<file path="config.mk">
export PLATFORM = sky130hd
export DESIGN_NAME = heap_page_swap_policy
export DESIGN_NICKNAME = d
export VERILOG_FILES = /design/src/rtl/hpsp_pkg.sv /design/src/rtl/heap_page_swap_policy.sv
export SDC_FILE = /design/constraint.sdc
export NUM_CORES = 2
export LEC_CHECK = 0
export BUFFER_PORTS_ARGS = -buffer_cell sky130_fd_sc_hd__buf_4
export CELL_PAD_IN_SITES_DETAIL_PLACEMENT = 1
export CELL_PAD_IN_SITES_GLOBAL_PLACEMENT = 2
export CORE_MARGIN = 3
export CORE_UTILIZATION = 43
export DETAILED_ROUTE_END_ITERATION = 8
export PLACE_DENSITY = 0.71
export SLEW_MARGIN = 40
export SYNTH_ARGS = -nofsm -noshare
export SYNTH_HDL_FRONTEND = slang
export SYNTH_SLANG_ARGS = --single-unit
</file>
<file path="constraint.sdc">
create_clock -name clock -period 16.49 [get_ports clock]
set_input_delay 2.4735 -clock clock [delete_from_list [all_inputs] [get_ports clock]]
set_output_delay 2.4735 -clock clock [all_outputs]
set_load 0.005 [all_outputs]
</file>
<file path="src/rtl/hpsp_pkg.sv">
`timescale 1ns / 1ps
// ----------------------------------------------------------------------------
// hpsp_pkg
// Shared codes and field widths for the heap page swap policy block.
// ----------------------------------------------------------------------------
package hpsp_pkg;

   localparam int ADDR_W   = 39;
   localparam int PAGE_SH  = 12;
   localparam int PN_W     = ADDR_W - PAGE_SH;
   localparam int TICK_W   = 32;
   localparam int IDX_W    = 4;
   localparam int BLK_W    = 10;
   localparam int STAT_W   = 3;
   localparam int CNT_W    = 5;
   localparam int CSR_IW   = 2;
   localparam int CSR_DW   = 32;

   localparam logic OP_REGISTER = 1'b0;
   localparam logic OP_FAULT    = 1'b1;

   localparam logic [STAT_W-1:0] ST_FRESH    = 3'd0;
   localparam logic [STAT_W-1:0] ST_SWAP     = 3'd1;
   localparam logic [STAT_W-1:0] ST_NOT_HEAP = 3'd2;
   localparam logic [STAT_W-1:0] ST_NO_SPACE = 3'd3;
   localparam logic [STAT_W-1:0] ST_REG      = 3'd4;

   localparam logic [CSR_IW-1:0] CSR_MAX_RES = 2'd0;
   localparam logic [CSR_IW-1:0] CSR_AGE     = 2'd1;
   localparam logic [CSR_IW-1:0] CSR_WSET    = 2'd2;

   localparam logic [CNT_W-1:0] CNT_MAX = 5'd31;

   typedef logic [PN_W-1:0]   page_num_type;
   typedef logic [TICK_W-1:0] tick_type;

endpackage

</file>
<file path="src/rtl/heap_page_swap_policy.sv">
`timescale 1ns / 1ps
// ----------------------------------------------------------------------------
// heap_page_swap_policy
// Working set page replacement with oldest-load fallback over a small heap
// page table and a swap block bitmap, run by one sequencer.
//
// channel   ports                         direction
// request   start, busy, req_*            in (busy out)
// response  rsp_valid, rsp_*              out
// control   csr_we, csr_index, csr_wdata  in
//
// a register word writes its table entry, then frees the entry's old blocks if swapped
// a fault looks the page up over up to TABLE_ENTRIES entries, then when at the limit
// scans the bitmap for a free run (one bit per cycle on the bitmap read port),
// scans TABLE_ENTRIES entries for a victim and makes up to 2*BLOCKS_PER_PAGE block writes
// after reset the whole bitmap is cleared with busy high
// rsp_valid is a one cycle strobe; the receiver cannot stall
// ----------------------------------------------------------------------------
module heap_page_swap_policy
   import hpsp_pkg::*;
#(
   parameter int TABLE_ENTRIES   = 16,
   parameter int SWAP_BLOCKS     = 1024,
   parameter int BLOCKS_PER_PAGE = 4
) (
   input  logic              clock,
   input  logic              reset,
   input  logic              start,
   output logic              busy,
   input  logic              req_op,
   input  logic [IDX_W-1:0]  req_entry_index,
   input  logic [ADDR_W-1:0] req_fault_addr,
   input  logic [TICK_W-1:0] req_now,
   output logic              rsp_valid,
   output logic [STAT_W-1:0] rsp_status,
   output logic [IDX_W-1:0]  rsp_heap_index,
   output logic              rsp_evicted_valid,
   output logic [ADDR_W-1:0] rsp_evicted_addr,
   output logic [BLK_W-1:0]  rsp_evict_block,
   output logic [BLK_W-1:0]  rsp_retrieve_block,
   input  logic              csr_we,
   input  logic [CSR_IW-1:0] csr_index,
   input  logic [CSR_DW-1:0] csr_wdata
);

   localparam int TW = (TABLE_ENTRIES > 1) ? $clog2(TABLE_ENTRIES) : 1;
   localparam int BW = (SWAP_BLOCKS > 1) ? $clog2(SWAP_BLOCKS) : 1;
   localparam int PW = $clog2(BLOCKS_PER_PAGE + 1);

   localparam logic [3:0] S_CLEAR = 4'd0;
   localparam logic [3:0] S_IDLE  = 4'd1;
   localparam logic [3:0] S_REG   = 4'd2;
   localparam logic [3:0] S_LOOK  = 4'd3;
   localparam logic [3:0] S_CHECK = 4'd4;
   localparam logic [3:0] S_RUN   = 4'd5;
   localparam logic [3:0] S_VSCAN = 4'd6;
   localparam logic [3:0] S_VUPD  = 4'd7;
   localparam logic [3:0] S_MARK  = 4'd8;
   localparam logic [3:0] S_LOAD  = 4'd9;
   localparam logic [3:0] S_FREE  = 4'd10;
   localparam logic [3:0] S_FIN   = 4'd11;
   localparam logic [3:0] S_DONE  = 4'd12;

   localparam logic [TW-1:0] PTR_LAST = TW'(TABLE_ENTRIES - 1);
   localparam logic [PW-1:0] BLK_LAST = PW'(BLOCKS_PER_PAGE - 1);
   localparam logic [BW:0]   NBLK     = (BW+1)'(SWAP_BLOCKS);
   localparam logic [BW-1:0] BLK_END  = BW'(SWAP_BLOCKS - 1);

   // control
   logic [3:0]       state_ff, state_in;
   logic [TW-1:0]    ptr_ff, ptr_in;
   logic [BW:0]      cnt_ff, cnt_in;
   logic             pend_ff, pend_in;
   logic [BW-1:0]    pidx_ff, pidx_in;
   logic [PW-1:0]    runlen_ff, runlen_in;
   logic [PW-1:0]    bcnt_ff, bcnt_in;
   logic [CNT_W-1:0] count_ff, count_in;
   logic             wsf_ff, wsf_in;
   logic             fb_ff, fb_in;
   logic             rsp_valid_ff, rsp_valid_in;
   logic [CNT_W-1:0] max_ff, max_in;
   logic [TICK_W-1:0] thr_ff, thr_in;
   logic             wset_ff, wset_in;
   logic             tvld_ff [TABLE_ENTRIES];
   logic             tvld_in [TABLE_ENTRIES];
   logic             tld_ff  [TABLE_ENTRIES];
   logic             tld_in  [TABLE_ENTRIES];
   logic             tsv_ff  [TABLE_ENTRIES];
   logic             tsv_in  [TABLE_ENTRIES];

   // payload
   page_num_type     tpn_ff   [TABLE_ENTRIES];
   page_num_type     tpn_in   [TABLE_ENTRIES];
   tick_type         ttick_ff [TABLE_ENTRIES];
   tick_type         ttick_in [TABLE_ENTRIES];
   logic [BW-1:0]    tsb_ff   [TABLE_ENTRIES];
   logic [BW-1:0]    tsb_in   [TABLE_ENTRIES];
   logic             op_ff, op_in;
   logic             inr_ff, inr_in;
   logic [IDX_W-1:0] idx_ff, idx_in;
   page_num_type     rpn_ff, rpn_in;
   tick_type         now_ff, now_in;
   logic [TW-1:0]    h_ff, h_in;
   logic [TW-1:0]    wsv_ff, wsv_in;
   logic [TW-1:0]    fv_ff, fv_in;
   logic [TICK_W:0]  least_ff, least_in;
   logic [BW-1:0]    start_ff, start_in;
   logic [BW-1:0]    run_ff, run_in;
   logic [BW-1:0]    base_ff, base_in;
   logic [STAT_W-1:0] st_ff, st_in;
   logic [IDX_W-1:0] hidx_ff, hidx_in;
   logic             evv_ff, evv_in;
   logic [ADDR_W-1:0] eva_ff, eva_in;
   logic [BLK_W-1:0] evb_ff, evb_in;
   logic [BLK_W-1:0] rtb_ff, rtb_in;

   // swap block bitmap
   logic             blk_used_mem [SWAP_BLOCKS];
   logic             blk_q_ff;
   logic             mem_we;
   logic [BW-1:0]    mem_waddr;
   logic             mem_wdata;
   logic [BW-1:0]    mem_raddr;

   logic [BW:0]      blk_sum;
   logic             wsf_n, fb_n;
   logic [TW-1:0]    wsv_n, fv_n;
   logic [TICK_W-1:0] age;

   always_ff @(posedge clock) begin
      if (mem_we) begin
         blk_used_mem[mem_waddr] <= mem_wdata;
      end
      blk_q_ff <= blk_used_mem[mem_raddr];
   end

   always_comb begin
      blk_sum = {1'b0, (state_ff == S_MARK) ? run_ff : base_ff} + (BW+1)'(bcnt_ff);
      age     = now_ff - ttick_ff[ptr_ff];
   end

   always_comb begin
      state_in     = state_ff;
      ptr_in       = ptr_ff;
      cnt_in       = cnt_ff;
      pend_in      = pend_ff;
      pidx_in      = pidx_ff;
      runlen_in    = runlen_ff;
      bcnt_in      = bcnt_ff;
      count_in     = count_ff;
      wsf_in       = wsf_ff;
      fb_in        = fb_ff;
      rsp_valid_in = 1'b0;
      max_in       = max_ff;
      thr_in       = thr_ff;
      wset_in      = wset_ff;
      tvld_in      = tvld_ff;
      tld_in       = tld_ff;
      tsv_in       = tsv_ff;
      tpn_in       = tpn_ff;
      ttick_in     = ttick_ff;
      tsb_in       = tsb_ff;
      op_in        = op_ff;
      inr_in       = inr_ff;
      idx_in       = idx_ff;
      rpn_in       = rpn_ff;
      now_in       = now_ff;
      h_in         = h_ff;
      wsv_in       = wsv_ff;
      fv_in        = fv_ff;
      least_in     = least_ff;
      start_in     = start_ff;
      run_in       = run_ff;
      base_in      = base_ff;
      st_in        = st_ff;
      hidx_in      = hidx_ff;
      evv_in       = evv_ff;
      eva_in       = eva_ff;
      evb_in       = evb_ff;
      rtb_in       = rtb_ff;
      mem_we       = 1'b0;
      mem_waddr    = blk_sum[BW-1:0];
      mem_wdata    = 1'b0;
      mem_raddr    = cnt_ff[BW-1:0];
      wsf_n        = wsf_ff;
      wsv_n        = wsv_ff;
      fb_n         = fb_ff;
      fv_n         = fv_ff;

      if (csr_we) begin
         unique case (csr_index)
            CSR_MAX_RES: max_in  = csr_wdata[CNT_W-1:0];
            CSR_AGE:     thr_in  = csr_wdata[TICK_W-1:0];
            CSR_WSET:    wset_in = csr_wdata[0];
            default: ;
         endcase
      end

      unique case (state_ff)
         S_CLEAR: begin
            mem_we    = 1'b1;
            mem_waddr = cnt_ff[BW-1:0];
            mem_wdata = 1'b0;
            if (cnt_ff[BW-1:0] == BLK_END) begin
               cnt_in   = '0;
               state_in = S_IDLE;
            end else begin
               cnt_in = cnt_ff + 1'b1;
            end
         end
         S_IDLE: begin
            if (start) begin
               op_in   = req_op;
               idx_in  = req_entry_index;
               rpn_in  = req_fault_addr[ADDR_W-1:PAGE_SH];
               now_in  = req_now;
               st_in   = ST_FRESH;
               hidx_in = '0;
               evv_in  = 1'b0;
               eva_in  = '0;
               evb_in  = '0;
               rtb_in  = '0;
               if (req_op == OP_REGISTER) begin
                  ptr_in   = TW'(req_entry_index);
                  inr_in   = (32'(req_entry_index) < 32'(TABLE_ENTRIES));
                  state_in = S_REG;
               end else begin
                  ptr_in   = '0;
                  state_in = S_LOOK;
               end
            end
         end
         S_REG: begin
            st_in    = ST_REG;
            hidx_in  = idx_ff;
            state_in = S_DONE;
            if (inr_ff) begin
               if (tld_ff[ptr_ff] && count_ff != '0) begin
                  count_in = count_ff - 1'b1;
               end
               tpn_in[ptr_ff]   = rpn_ff;
               tvld_in[ptr_ff]  = 1'b1;
               tld_in[ptr_ff]   = 1'b0;
               ttick_in[ptr_ff] = '0;
               tsv_in[ptr_ff]   = 1'b0;
               if (tsv_ff[ptr_ff]) begin
                  base_in  = tsb_ff[ptr_ff];
                  bcnt_in  = '0;
                  state_in = S_FREE;
               end
            end
         end
         S_LOOK: begin
            if (tvld_ff[ptr_ff] && tpn_ff[ptr_ff] == rpn_ff) begin
               h_in     = ptr_ff;
               state_in = S_CHECK;
            end else if (ptr_ff == PTR_LAST) begin
               st_in    = ST_NOT_HEAP;
               state_in = S_DONE;
            end else begin
               ptr_in = ptr_ff + 1'b1;
            end
         end
         S_CHECK: begin
            hidx_in = IDX_W'(h_ff);
            if (count_ff >= max_ff) begin
               cnt_in    = '0;
               pend_in   = 1'b0;
               runlen_in = '0;
               state_in  = S_RUN;
            end else begin
               ptr_in   = h_ff;
               state_in = S_LOAD;
            end
         end
         S_RUN: begin
            if (cnt_ff < NBLK) begin
               pend_in = 1'b1;
               pidx_in = cnt_ff[BW-1:0];
               cnt_in  = cnt_ff + 1'b1;
            end else begin
               pend_in = 1'b0;
            end
            if (pend_ff) begin
               if (blk_q_ff) begin
                  runlen_in = '0;
               end else begin
                  if (runlen_ff == '0) begin
                     start_in = pidx_ff;
                  end
                  if (({1'b0, runlen_ff} + 1'b1) == (PW+1)'(BLOCKS_PER_PAGE)) begin
                     run_in   = (runlen_ff == '0) ? pidx_ff : start_ff;
                     ptr_in   = '0;
                     wsf_in   = 1'b0;
                     fb_in    = 1'b0;
                     least_in = {1'b0, now_ff} + 1'b1;
                     state_in = S_VSCAN;
                  end else begin
                     runlen_in = runlen_ff + 1'b1;
                  end
               end
               if (state_in != S_VSCAN && pidx_ff == BLK_END) begin
                  st_in    = ST_NO_SPACE;
                  ptr_in   = h_ff;
                  state_in = S_LOAD;
               end
            end
         end
         S_VSCAN: begin
            if (tld_ff[ptr_ff]) begin
               if (wset_ff && !wsf_ff && age > thr_ff) begin
                  wsf_n = 1'b1;
                  wsv_n = ptr_ff;
               end
               if ({1'b0, ttick_ff[ptr_ff]} < least_ff) begin
                  fb_n     = 1'b1;
                  fv_n     = ptr_ff;
                  least_in = {1'b0, ttick_ff[ptr_ff]};
               end
            end
            wsf_in = wsf_n;
            wsv_in = wsv_n;
            fb_in  = fb_n;
            fv_in  = fv_n;
            if (ptr_ff == PTR_LAST) begin
               if (wsf_n) begin
                  ptr_in   = wsv_n;
                  state_in = S_VUPD;
               end else if (fb_n) begin
                  ptr_in   = fv_n;
                  state_in = S_VUPD;
               end else begin
                  ptr_in   = h_ff;
                  state_in = S_LOAD;
               end
            end else begin
               ptr_in = ptr_ff + 1'b1;
            end
         end
         S_VUPD: begin
            tld_in[ptr_ff] = 1'b0;
            tsv_in[ptr_ff] = 1'b1;
            tsb_in[ptr_ff] = run_ff;
            if (count_ff != '0) begin
               count_in = count_ff - 1'b1;
            end
            evv_in   = 1'b1;
            eva_in   = {tpn_ff[ptr_ff], {PAGE_SH{1'b0}}};
            evb_in   = BLK_W'(run_ff);
            bcnt_in  = '0;
            state_in = S_MARK;
         end
         S_MARK: begin
            mem_we    = (blk_sum < NBLK);
            mem_wdata = 1'b1;
            if (bcnt_ff == BLK_LAST) begin
               ptr_in   = h_ff;
               state_in = S_LOAD;
            end else begin
               bcnt_in = bcnt_ff + 1'b1;
            end
         end
         S_LOAD: begin
            ttick_in[ptr_ff] = now_ff;
            state_in         = S_FIN;
            if (tsv_ff[ptr_ff]) begin
               rtb_in         = BLK_W'(tsb_ff[ptr_ff]);
               base_in        = tsb_ff[ptr_ff];
               tsv_in[ptr_ff] = 1'b0;
               if (st_ff != ST_NO_SPACE) begin
                  st_in = ST_SWAP;
               end
               bcnt_in  = '0;
               state_in = S_FREE;
            end
         end
         S_FREE: begin
            mem_we    = (blk_sum < NBLK);
            mem_wdata = 1'b0;
            if (bcnt_ff == BLK_LAST) begin
               state_in = (op_ff == OP_REGISTER) ? S_DONE : S_FIN;
            end else begin
               bcnt_in = bcnt_ff + 1'b1;
            end
         end
         S_FIN: begin
            if (!tld_ff[ptr_ff]) begin
               tld_in[ptr_ff] = 1'b1;
               if (count_ff < CNT_MAX) begin
                  count_in = count_ff + 1'b1;
               end
            end
            state_in = S_DONE;
         end
         S_DONE: begin
            rsp_valid_in = 1'b1;
            state_in     = S_IDLE;
         end
         default: state_in = S_IDLE;
      endcase
   end

   always_ff @(posedge clock) begin
      if (reset) begin
         state_ff     <= S_CLEAR;
         cnt_ff       <= '0;
         pend_ff      <= 1'b0;
         runlen_ff    <= '0;
         bcnt_ff      <= '0;
         count_ff     <= '0;
         wsf_ff       <= 1'b0;
         fb_ff        <= 1'b0;
         rsp_valid_ff <= 1'b0;
         max_ff       <= 5'd4;
         thr_ff       <= 32'd10;
         wset_ff      <= 1'b1;
         ptr_ff       <= '0;
         for (int i = 0; i < TABLE_ENTRIES; i++) begin
            tvld_ff[i] <= 1'b0;
            tld_ff[i]  <= 1'b0;
            tsv_ff[i]  <= 1'b0;
         end
      end else begin
         state_ff     <= state_in;
         cnt_ff       <= cnt_in;
         pend_ff      <= pend_in;
         runlen_ff    <= runlen_in;
         bcnt_ff      <= bcnt_in;
         count_ff     <= count_in;
         wsf_ff       <= wsf_in;
         fb_ff        <= fb_in;
         rsp_valid_ff <= rsp_valid_in;
         max_ff       <= max_in;
         thr_ff       <= thr_in;
         wset_ff      <= wset_in;
         ptr_ff       <= ptr_in;
         tvld_ff      <= tvld_in;
         tld_ff       <= tld_in;
         tsv_ff       <= tsv_in;
      end
   end

   always_ff @(posedge clock) begin
      tpn_ff   <= tpn_in;
      ttick_ff <= ttick_in;
      tsb_ff   <= tsb_in;
      op_ff    <= op_in;
      inr_ff   <= inr_in;
      idx_ff   <= idx_in;
      rpn_ff   <= rpn_in;
      now_ff   <= now_in;
      h_ff     <= h_in;
      wsv_ff   <= wsv_in;
      fv_ff    <= fv_in;
      least_ff <= least_in;
      start_ff <= start_in;
      run_ff   <= run_in;
      base_ff  <= base_in;
      pidx_ff  <= pidx_in;
      st_ff    <= st_in;
      hidx_ff  <= hidx_in;
      evv_ff   <= evv_in;
      eva_ff   <= eva_in;
      evb_ff   <= evb_in;
      rtb_ff   <= rtb_in;
   end

   assign busy               = (state_ff != S_IDLE);
   assign rsp_valid          = rsp_valid_ff;
   assign rsp_status         = st_ff;
   assign rsp_heap_index     = hidx_ff;
   assign rsp_evicted_valid  = evv_ff;
   assign rsp_evicted_addr   = eva_ff;
   assign rsp_evict_block    = evb_ff;
   assign rsp_retrieve_block = rtb_ff;

endmodule

</file>
==> results_dict.tcl <==
set metrics [dict create \
    numClockSinks 2453 \
    path_common_cell "o21ai_0" \
    setup_violations 0 \
    grt_pass1_wl_um 469500 \
    cts_htree_levels 5 \
    hold_ws_ns 0.4411 \
    hpwl_um 184500 \
    avgSynthCellArea_um2 15.27 \
    ir_drop_mv 0.1135 \
    p_leak_nw 36.29 \
    end_kind "register" \
    synth_edf_count 2332 \
    final.setup_skew_ns 0.05353 \
    criticalPathCategory "reg2reg" \
    route.antenna.remaining_nets 0 \
    cts_tree "done" \
    ctsHoldBuffers 0 \
    yosysWarnings 0 \
    max_stage_delay_ns 0.79 \
    numCtsBuffers 290 \
    initial_utilization_pct 43.26 \
    crit_arrival_ns 9.75 \
    die_width_um 511.7 \
    slew_headroom_pct 42.20 \
    min_period_ns 8.984 \
    async_flop_share_pct 0 \
    fp-row-count 185 \
    via_per_inst 6.065 \
    fin_setup_tns_ns 0 \
    wl_um 318700 \
    cts_buffer_depth 4 \
    top_level_ports 183 \
    p_per_area_nw_per_um2 104.5 \
    synth_area_um2 110000 \
    ys.flop_type "edfxtp_1" \
    rsz0062_at_grt "no" \
    status "finished, final reports clean" \
    cp_top_family "compound AO/OA/AOI/OAI gates" \
    cp.required_ns 17.25 \
    core_um2 254200 \
    die_y_um 511.7 \
    fmax_mhz 111.3 \
    slew_viol_final 0 \
    synthCells 7200 \
    antenna_found_initial 6 \
    post_cts_buffers 0 \
    yosysSeqAreaShare_pct 65.89 \
    grt_util_all_layers_pct 23.95 \
    grt_max_degree 169 \
    wl_per_cell_um 29.50 \
    crit_slowest_cell "dfxtp_4" \
    clk_pin_slew_ns 0.06 \
    drc 0 \
    grt_pass1_vias 68450 \
    nets 7471 \
    drt_iter0_markers 6430 \
    portBuffers 158 \
    hold_viol 0 \
    gp_congestion 0.8207 \
    syn_to_final_growth_pct 12.84 \
    cp_num_buf_inv 4 \
    cts_resized 0 \
    hold_path.class "reg2reg" \
    ys_ff_latch 2453 \
    via_count 65520 \
    max_cap_violations 0 \
    dr.pass1.iters 5 \
    die_area_um2 261800 \
    crit_path_max_fanout 86 \
    grt.overflow.total 0 \
    fin_crit_sh_pct 54.48 \
    final_cell_mix "edfxtp_1, nor2_1, mux4_2" \
    root_buffer "clkbuf_16" \
    startpoint_type "register" \
    insertion_delay_ns 0.93 \
    worst_slew_pin_slew_ns 0.8669 \
    synth_cell_types 81 \
    final_common_cell "edfxtp_1" \
    post_route_cells_drive_above_1_share_pct 21.51 \
]
metal layers:
metal	vias to the layer above	routed length, um	GRT usage, %	part of all wire (%)
li1	27890	-	-	-
met1	34990	136400	33.58	43
met2	2186	157400	39.98	49
met3	460	17860	2.912	5.6
met4	0	7049	5.809	2.2
met5	-	0	0	0
path summary, 6_finish.rpt:
kind / depth (start not counted) / start / slack, ns / end
hold / removal: 0 / cnt_ff[5] / 0.44 / pidx_ff[5]
setup reg to reg: 28 / ptr_ff[1] / 7.51 / state_ff[2]
setup / recovery: 28 / ptr_ff[1] / 7.51 / state_ff[2]
hold reg to reg: 0 / cnt_ff[5] / 0.44 / pidx_ff[5]
power breakdown:
part | internal, mW | total [mW] | switching (mW)
clock | 3.53 | 6.04 | 2.51
combinational | 0.0761 | 0.197 | 0.121
sequential | 6.72 | 6.73 | 0.0128
logic make-up after synthesis:
logic type | synth area share [%]
simple gates | 6.983
xor+xnor | 0.7965
buf+inv | 2.947
flops | 65.89
other cells | 0.003410
compound gates | 7.317
mux | 14.64
fa+ha+maj | 1.420
final cells by class:
cell class | count | area, um2
Clock inverter | 140 | 1066
Clock buffer | 353 | 7681
Fill cell | 24290 | 130100
Multi-Input combinational cell | 3970 | 34960
Inverter | 165 | 628.1
Antenna cell | 2 | 5.005
Tap cell | 3366 | 4212
Timing Repair Buffer | 354 | 3040
Sequential cell | 2453 | 72480
registers in the layout (all words and copies together), names as in the netlist, 11 cells and up, named ones only:
signal	flops
tsb_ff	160
tpn_ff	432
ttick_ff	512
now_ff	32
blk_used_mem	1024
rpn_ff	27
thr_ff	32
rsp_evicted_addr	27
least_ff	33
cnt_ff	11
tvld_ff	16
cell usage after synthesis (all sizes together), types with 20 or more instances:
| library cell | n | share of area, % |
|---|---|---|
| a211oi | 56 | 0.38 |
| a21o | 27 | 0.18 |
| a21oi | 162 | 0.74 |
| a22o | 531 | 4.2 |
| and2 | 56 | 0.32 |
| and3 | 20 | 0.11 |
| buf | 224 | 1.0 |
| clkbuf | 399 | 1.4 |
| dfxtp | 121 | 2.2 |
| edfxtp | 2332 | 64 |
| ha | 120 | 1.4 |
| inv | 163 | 0.56 |
| mux2 | 48 | 0.49 |
| mux2i | 127 | 1.2 |
| mux4 | 634 | 13 |
| nand2 | 319 | 1.1 |
| nand3 | 37 | 0.17 |
| nand4 | 26 | 0.15 |
| nor2 | 1264 | 4.3 |
| nor3 | 38 | 0.17 |
| o21ai | 120 | 0.55 |
| o22ai | 21 | 0.12 |
| xnor2 | 58 | 0.46 |
| xor2 | 42 | 0.33 |
worst reg2reg max path: cells and delay by family, from the launching register on:
kind | cells | cell delay (ns)
multiplexers | 1 | 0.21
adder cells (fa/ha/maj) | 3 | 1.04
XOR/XNOR | 1 | 0.14
flip-flops | 1 | 0.79
AO/OA/AOI/OAI | 16 | 4.76
buffers and inverters | 4 | 1.48
AND/OR/NAND/NOR | 3 | 0.41
metrics by stage:
step,utilization [%],worst slack (ns),cells,cell area (um2),total power [mW]
after floorplan,-,5.666,7211,110000,6.984
after global placement,45.08,7.223,10270,114600,7.062
after detailed placement,45.26,7.477,10290,115000,7.064
after CTS,48.70,7.387,10780,123800,13.11
after global routing,48.82,6.917,10800,124100,13.36
final,48.82,7.506,10800,124100,12.97
Note: power is estimated with default switching activity, not from simulation.
